<file path="config.mk">
export PLATFORM = sky130hd
export DESIGN_NAME = arpc_ctrl
export DESIGN_NICKNAME = d
export VERILOG_FILES = /design/src/hw/rtl/arpc_pkg.sv /design/src/hw/rtl/arpc_ctrl.sv
export SDC_FILE = /design/constraint.sdc
export NUM_CORES = 1
export LEC_CHECK = 0
export BUFFER_PORTS_ARGS = -buffer_cell sky130_fd_sc_hd__buf_2
export CORE_AREA = 5 5 42 44
export CTS_CLUSTER_SIZE = 8
export DETAILED_ROUTE_END_ITERATION = 8
export DIE_AREA = 0 0 47 49
export PLACE_DENSITY_LB_ADDON = 0.1
export REMOVE_ABC_BUFFERS = 1
export SLEW_MARGIN = 10
export SYNTH_ARGS = -nofsm -noshare
export SYNTH_HDL_FRONTEND = slang
export SYNTH_SLANG_ARGS = --single-unit
</file>
<file path="constraint.sdc">
create_clock -name clk -period 1.3 [get_ports clk]
set_input_delay 0.195 -clock clk [delete_from_list [all_inputs] [get_ports clk]]
set_output_delay 0.195 -clock clk [all_outputs]
set_load 0.005 [all_outputs]
</file>
<file path="src/hw/rtl/arpc_pkg.sv">
// Shared types and constants of the ARP cache table.
package arpc_pkg;

	localparam int IP_W      = 32;
	localparam int MAC_W     = 48;
	localparam int TICK_W    = 32;
	localparam int TIMEOUT_W = 16;
	localparam int SLOT_W    = 6;

	localparam logic [TIMEOUT_W-1:0] TIMEOUT_RESET = 16'd15;

	typedef enum logic [1:0] {
		OP_LOOKUP = 2'd0,
		OP_INSERT = 2'd1,
		OP_TICK   = 2'd2
	} opcode_t;

	typedef enum logic [2:0] {
		ST_CLEAR = 3'd0,
		ST_IDLE  = 3'd1,
		ST_SCAN  = 3'd2,
		ST_DRAIN = 3'd3,
		ST_DONE  = 3'd4
	} state_t;

	// One table row as held in the entry memory.
	typedef struct packed {
		logic              valid;
		logic [IP_W-1:0]   ip;
		logic [MAC_W-1:0]  mac;
		logic [TICK_W-1:0] added;
	} entry_t;

	// Commands from the controller to the datapath.
	typedef struct packed {
		logic clr;
		logic start;
		logic issue;
		logic publish;
	} ctl_cmd_t;

	// Status from the datapath to the controller.
	typedef struct packed {
		logic idx_last;
		logic out_free;
	} ctl_sts_t;

endpackage

</file>
<file path="src/hw/rtl/arpc_ctrl.sv">
// Controller state machine: clearing pass, item accept, table scan, result hand-off.
module arpc_ctrl
	import arpc_pkg::*;
(
	input  logic     clk,
	input  logic     arst_n,
	input  logic     in_valid,
	output logic     in_ready,
	input  ctl_sts_t sts,
	output ctl_cmd_t cmd
);

	state_t state_q;
	state_t state_d;

	// Advance the state
	always_ff @(posedge clk or negedge arst_n) begin
		if (!arst_n) begin
			state_q <= ST_CLEAR;
		end else begin
			state_q <= state_d;
		end
	end

	// Next state
	always_comb begin
		state_d = state_q;
		unique case (state_q)
			ST_CLEAR: begin
				if (sts.idx_last) state_d = ST_IDLE;
			end
			ST_IDLE: begin
				if (in_valid) state_d = ST_SCAN;
			end
			ST_SCAN: begin
				if (sts.idx_last) state_d = ST_DRAIN;
			end
			ST_DRAIN: begin
				state_d = ST_DONE;
			end
			ST_DONE: begin
				if (sts.out_free) state_d = ST_IDLE;
			end
			default: begin
				state_d = ST_CLEAR;
			end
		endcase
	end

	// Outputs
	always_comb begin
		cmd      = '0;
		in_ready = 1'b0;
		unique case (state_q)
			ST_CLEAR: begin
				cmd.clr = 1'b1;
			end
			ST_IDLE: begin
				in_ready  = 1'b1;
				cmd.start = in_valid;
			end
			ST_SCAN: begin
				cmd.issue = 1'b1;
			end
			ST_DRAIN: begin
			end
			ST_DONE: begin
				cmd.publish = sts.out_free;
			end
			default: begin
			end
		endcase
	end

endmodule

</file>
==> impl_metrics.yaml, run 1 <==
yosys:
  netlist_instances: 19
  synth_top_area_share_pct: 38.7
  yosysWarnings: 0
  synthTopCellsByCount: "3 x dfrtp_1, 2 x nand3b_1"
  ys_types: 16
  ys_ff_latch: 3
  synth-async-reset-ratio_pct: 100
  synthTopCellsByArea: "dfrtp_1 39%, nand3b_1 7.7%, and4bb_1 6.5%"
  seq_area_frac_synth_pct: 38.7
  post-synth-top-count-cell: "dfrtp_1"
  synth_area_sq_um: 194
  syn_area_per_cell_sq_um: 10.2
  synth_edf_count: 0
  synthFlopType: "dfrtp_1"
  yosysTopAreaCell: "dfrtp_1"
clock_network:
  clockBufferDepth: 2
  cts_num_sinks: 3
  clk_pin_slew_ns: 0.04
  htreeDepth: 1
  cts_buffers: 3
  tritoncts: "built"
  root_buffer: "clkbuf_4"
  clk_latency_ns: 0.24
min_path:
  min_from: "sts[1]"
  hold_class: "input port to flip-flop"
  worstHoldEndpoint: "state_q[0]"
  whs_path_depth: 2
die:
  core_area_sq_mm: 0.00140
  fp.dieH_um: 49
  ios: 10
  die_area_sq_mm: 0.00230
  start_util_pct: 13.8
  dieWidth_um: 47
  std_cell_rows: 14
global_route:
  grt_pass1_vias: 221
  grt_max_degree: 10
  grt.total_usage_pct: 6.14
  grt_pass1_wl_um: 924
  grt_antenna_before_repair: 0
  grt_overflow_total: 0
pwr:
  vdd_ir_drop_max_mv: 0.439
  leakagePower_nw: 0.146
  p_per_area_mw_per_mm2: 2220
  total_power_w: 0.000676
setup_path:
  worstSetupPathType: "flip-flop to output port"
  crit_path_end_kind: "output port"
  cp-startpoint: "state_q[1]"
  start_kind: "flip-flop"
  r2r_cells: 3
  timing.rr.start: "state_q[1]"
  r2r_end: "state_q[2]"
  crit_required_ns: 1.11
  critPathMaxFanout: 8
  rrSetupSlack_ns: 0.06
  critPathArrivalTime_ns: 1.09
place:
  port_buffers: 9
  place_congestion: 0.634
sta:
  drv_slew: 0
  setup_violations: 0
  fin_crit_ns: 1.29
  fin_hold_ws_ns: 0.185
  post-route-period-util_pct: 99.2
  rsz0062_at_grt: "true"
  fmax_mhz: 775
  tightest_slew_ns: 0.281
  finalHoldViolCount: 0
  max-slew-margin-rel_pct: 81.0
  fin_skew_ns: 0.000608
run_status:
  status: "finished, final reports clean"
cells_and_area:
  diodes: 0
  finish.utilization_pct: 21.7
  top_register: "state_q"
  nets: 40
  area_growth_pct: 56.8
  drive_gt1_share_pct: 52.9
  largest_register_ffs: 3
  top_regs: "state_q: 3 flops"
run:
  cap_viol_max_count: 0
detailed_routing:
  vias_per_cell: 3.92
  firstDrtPassIters: 2
  vias: 196
  drt_wl_total_um: 563
  wire_per_inst_um: 11.3
  drt_iter0_markers: 2
  drcViolationCount: 0
  ant_nets: 0
==> timing repair <==
action | 4_1_cts | 5_1_grt
hold buffers | 1 | 0
resized for setup | 3 | 1
endpoints found under the setup margin | 3 | 4
pin swaps | 1 | 1
buffers inserted | 3 | 0
endpoints found under the hold margin | 3 | 0
cloned | 0 | 0
==> where the power goes <==
part / leakage, nW / switching [W] / internal (W)
Sequential: 0.0347 / 0.0000783 / 0.000141
Clock: 0.0150 / 0.0000537 / 0.000115
Combinational: 0.0968 / 0.000108 / 0.000179
==> cell type report <==
type	instances	area [sq um]
fillers	172	1100
flip-flops and latches	3	78.8
clock buffers	4	26.3
well taps	16	20.0
multi-input cells	14	105
repair buffers	13	73.8
==> layout by cell type, fill, tap and decap left out, types with 2 or more instances in the layout <==
master and count:
buf_2 9, clkbuf_4 3, dfrtp_2 3, nand3b_1 2, buf_4 2
==> stage by stage <==
stage	TNS (ns)	setup WS [ns]	cells	cell area (sq um)
2_1_floorplan	0	0.236	17	178
3_3_place_gp	0	0.164	42	243
3_5_place_dp	0	0.174	42	243
4_1_cts	-0.00598	-0.00598	50	302
5_1_grt	-0.139	-0.0505	50	304
6_report	0	0.0102	50	304
==> routing by layer <==
layer / vias up / wire length, um / part of all wire (%) / track usage [%]
met1: 88 / 249 / 44 / 7.52
met2: 7 / 279 / 50 / 7.24
li1: 99 / - / - / -
met3: 2 / 11 / 2.0 / 0
met4: 0 / 22 / 3.9 / 9.68
met5: - / 0 / 0 / 0
==> kinds of logic (layout without fill, tap and decap cells) <==
group	after synthesis	count (layout)	share of synthesized area, %
and+or+nand+nor	12	12	45.8
AOI/OAI and AO/OA	2	2	7.10
DFF	3	3	38.7
buffers and inverters	2	17	8.38
==> how the worst max path moves through the flow <==
stage                  to  slack [ns]  depth (start not counted)
6_report           cmd[0]        0.01                          2
5_1_grt            cmd[2]       -0.05                          2
4_1_cts            cmd[0]      -0.006                          2
3_5_place_dp   state_q[2]        0.17                          2
3_3_place_gp   state_q[2]        0.16                          2
2_1_floorplan  state_q[2]        0.24                          2
==> critical path: stages, from the launching register on <==
cell and delay, ns:
dfrtp_2 0.44, and4bb_1 0.30, buf_2 0.12
Power figures use the tool's default switching activity.
==> run 2, diff against run 1 <==
- SETUP_SLACK_MARGIN: not set -> 0.15
- SKIP_CTS_REPAIR_TIMING: not set -> 1
==> run 2 against run 1 <==
Sequential share of layout area decreased by 0.42 points. First-iteration DRC count stayed put. Fmax is 0.71% lower. Register-to-register slack about the same. Non-clock buffer count stayed put. Cell area rose by 1.6%. Via count rose by 1.0%.
==> impl_metrics.yaml, run 2 (same netlist as run 1, synthesis figures left out) <==
run_status:
  status: "finished, final reports clean"
detailed_routing:
  drcViolationCount: 0
  ant_nets: 0
  wire_per_inst_um: 11.4
  firstDrtPassIters: 2
  drt_iter0_markers: 2
  vias_per_cell: 3.96
  drt_wl_total_um: 572
  vias: 198
cells_and_area:
  largest_register_ffs: 3
  area_growth_pct: 59.4
  nets: 40
  finish.utilization_pct: 22.1
  top_regs: "state_q: 3 flops"
  layout_common_cells: "9 x buf_2, 3 x clkbuf_4, 3 x dfrtp_2"
  top_register: "state_q"
  diodes: 0
  final_common_cell: "buf_2"
  drive_gt1_share_pct: 55.9
sta:
  finalSetupTns_ns: 0
  drv_slew: 0
  max-slew-margin-rel_pct: 81.2
  tightest_slew_ns: 0.278
  setup_violations: 0
  finalHoldViolCount: 0
  fmax_mhz: 770
  fin_crit_ns: 1.30
  rsz0062_at_grt: "true"
  post-route-period-util_pct: 99.9
  fin_skew_ns: 0.000174
pwr:
  pwr-share-seq_pct: 32.3
  switchingPower_w: 0.000246
  clock_power_share_pct: 24.6
  vdd_ir_drop_max_mv: 0.533
  leakagePower_nw: 0.151
  p_sw_share_pct: 35.6
  internal_power_w: 0.000445
  combinationalPowerShare_pct: 43.1
  p_per_area_mw_per_mm2: 2240
clock_network:
  cts_buffers: 3
  clk_pin_slew_ns: 0.04
  cts_num_sinks: 3
  htreeDepth: 1
  tritoncts: "built"
  clockBufferDepth: 2
  root_buffer: "clkbuf_4"
  clk_latency_ns: 0.24
setup_path:
  critPathMaxFanout: 8
  worstSetupPathType: "flip-flop to output port"
  timing.rr.start: "state_q[1]"
  rrSetupSlack_ns: 0.07
  crit_required_ns: 1.11
  r2r_end: "state_q[2]"
  r2r_cells: 3
  critPathArrivalTime_ns: 1.10
  crit_path_end_kind: "output port"
  start_kind: "flip-flop"
global_route:
  grt_antenna_before_repair: 0
  grt_pass1_vias: 211
  grt_overflow_total: 0
  grt.total_usage_pct: 5.79
  grt_max_degree: 11
  grt_pass1_wl_um: 876
die:
  core_area_sq_mm: 0.00140
  std_cell_rows: 14
  ios: 10
  fp.dieH_um: 49
  die_area_sq_mm: 0.00230
  start_util_pct: 13.8
  dieWidth_um: 47
place:
  place_congestion: 0.634
  port_buffers: 9
min_path:
  worstHoldEndpoint: "state_q[0]"
  min_from: "sts[1]"
  hold_class: "input port to flip-flop"
  whs_path_depth: 2
run:
  cap_viol_max_count: 0
-- run 2: cell types whose count changed in the layout (fill, tap and decap cells not counted), sizes merged --
cell,change
clkbuf,+1
buf,-1
-- run 2: worst max-delay path: stages, from the launching register on --
cell,delay (ns)
dfrtp_2,0.45
and4bb_1,0.30
buf_2,0.12
-- run 2: layer usage --
layer	wire, um	track usage (%)
met1	275	6.86
met2	263	6.79
met3	11	0
met4	22	9.68
met5	0	0
-- run 2: how the worst max path moves through the flow --
stage	start	to	slack, ns	cells after the start
after floorplan	state_q[1]	state_q[2]	0.24	2
after global placement	state_q[1]	state_q[2]	0.16	2
after detailed placement	state_q[1]	state_q[2]	0.17	2
after CTS	state_q[1]	cmd[2]	-0.05	2
after global routing	state_q[2]	cmd[2]	-0.05	2
final	state_q[1]	cmd[0]	0.0009	2
-- run 2: power groups by stage --
stage          logic [W]  registers (W)  clock network (W)
2_1_floorplan   0.000139       0.000194                  0
3_3_place_gp    0.000222       0.000225                  0
3_5_place_dp    0.000224       0.000223                  0
4_1_cts         0.000225       0.000222           0.000179
5_1_grt         0.000337       0.000232           0.000181
6_report        0.000298       0.000223           0.000170
-- run 2: cell type report --
class	count	area, sq um
fill	168	1090
multi-input combinational	14	105
sequential	3	78.8
timing repair buffer	13	78.8
clock buffer	4	26.3
tap	16	20.0
-- run 2: through the flow --
step / cells / setup slack, ns / total power (W) / cell area [sq um] / hold WS, ns
5_1_grt: 50 / -0.0512 / 0.000750 / 309 / 0.191
3_3_place_gp: 42 / 0.164 / 0.000448 / 243 / -0.00586
6_report: 50 / 0.000936 / 0.000691 / 309 / 0.185
3_5_place_dp: 42 / 0.174 / 0.000446 / 243 / -0.00486
4_1_cts: 46 / -0.0490 / 0.000627 / 269 / -0.263
2_1_floorplan: 17 / 0.236 / 0.000334 / 178 / -0.101
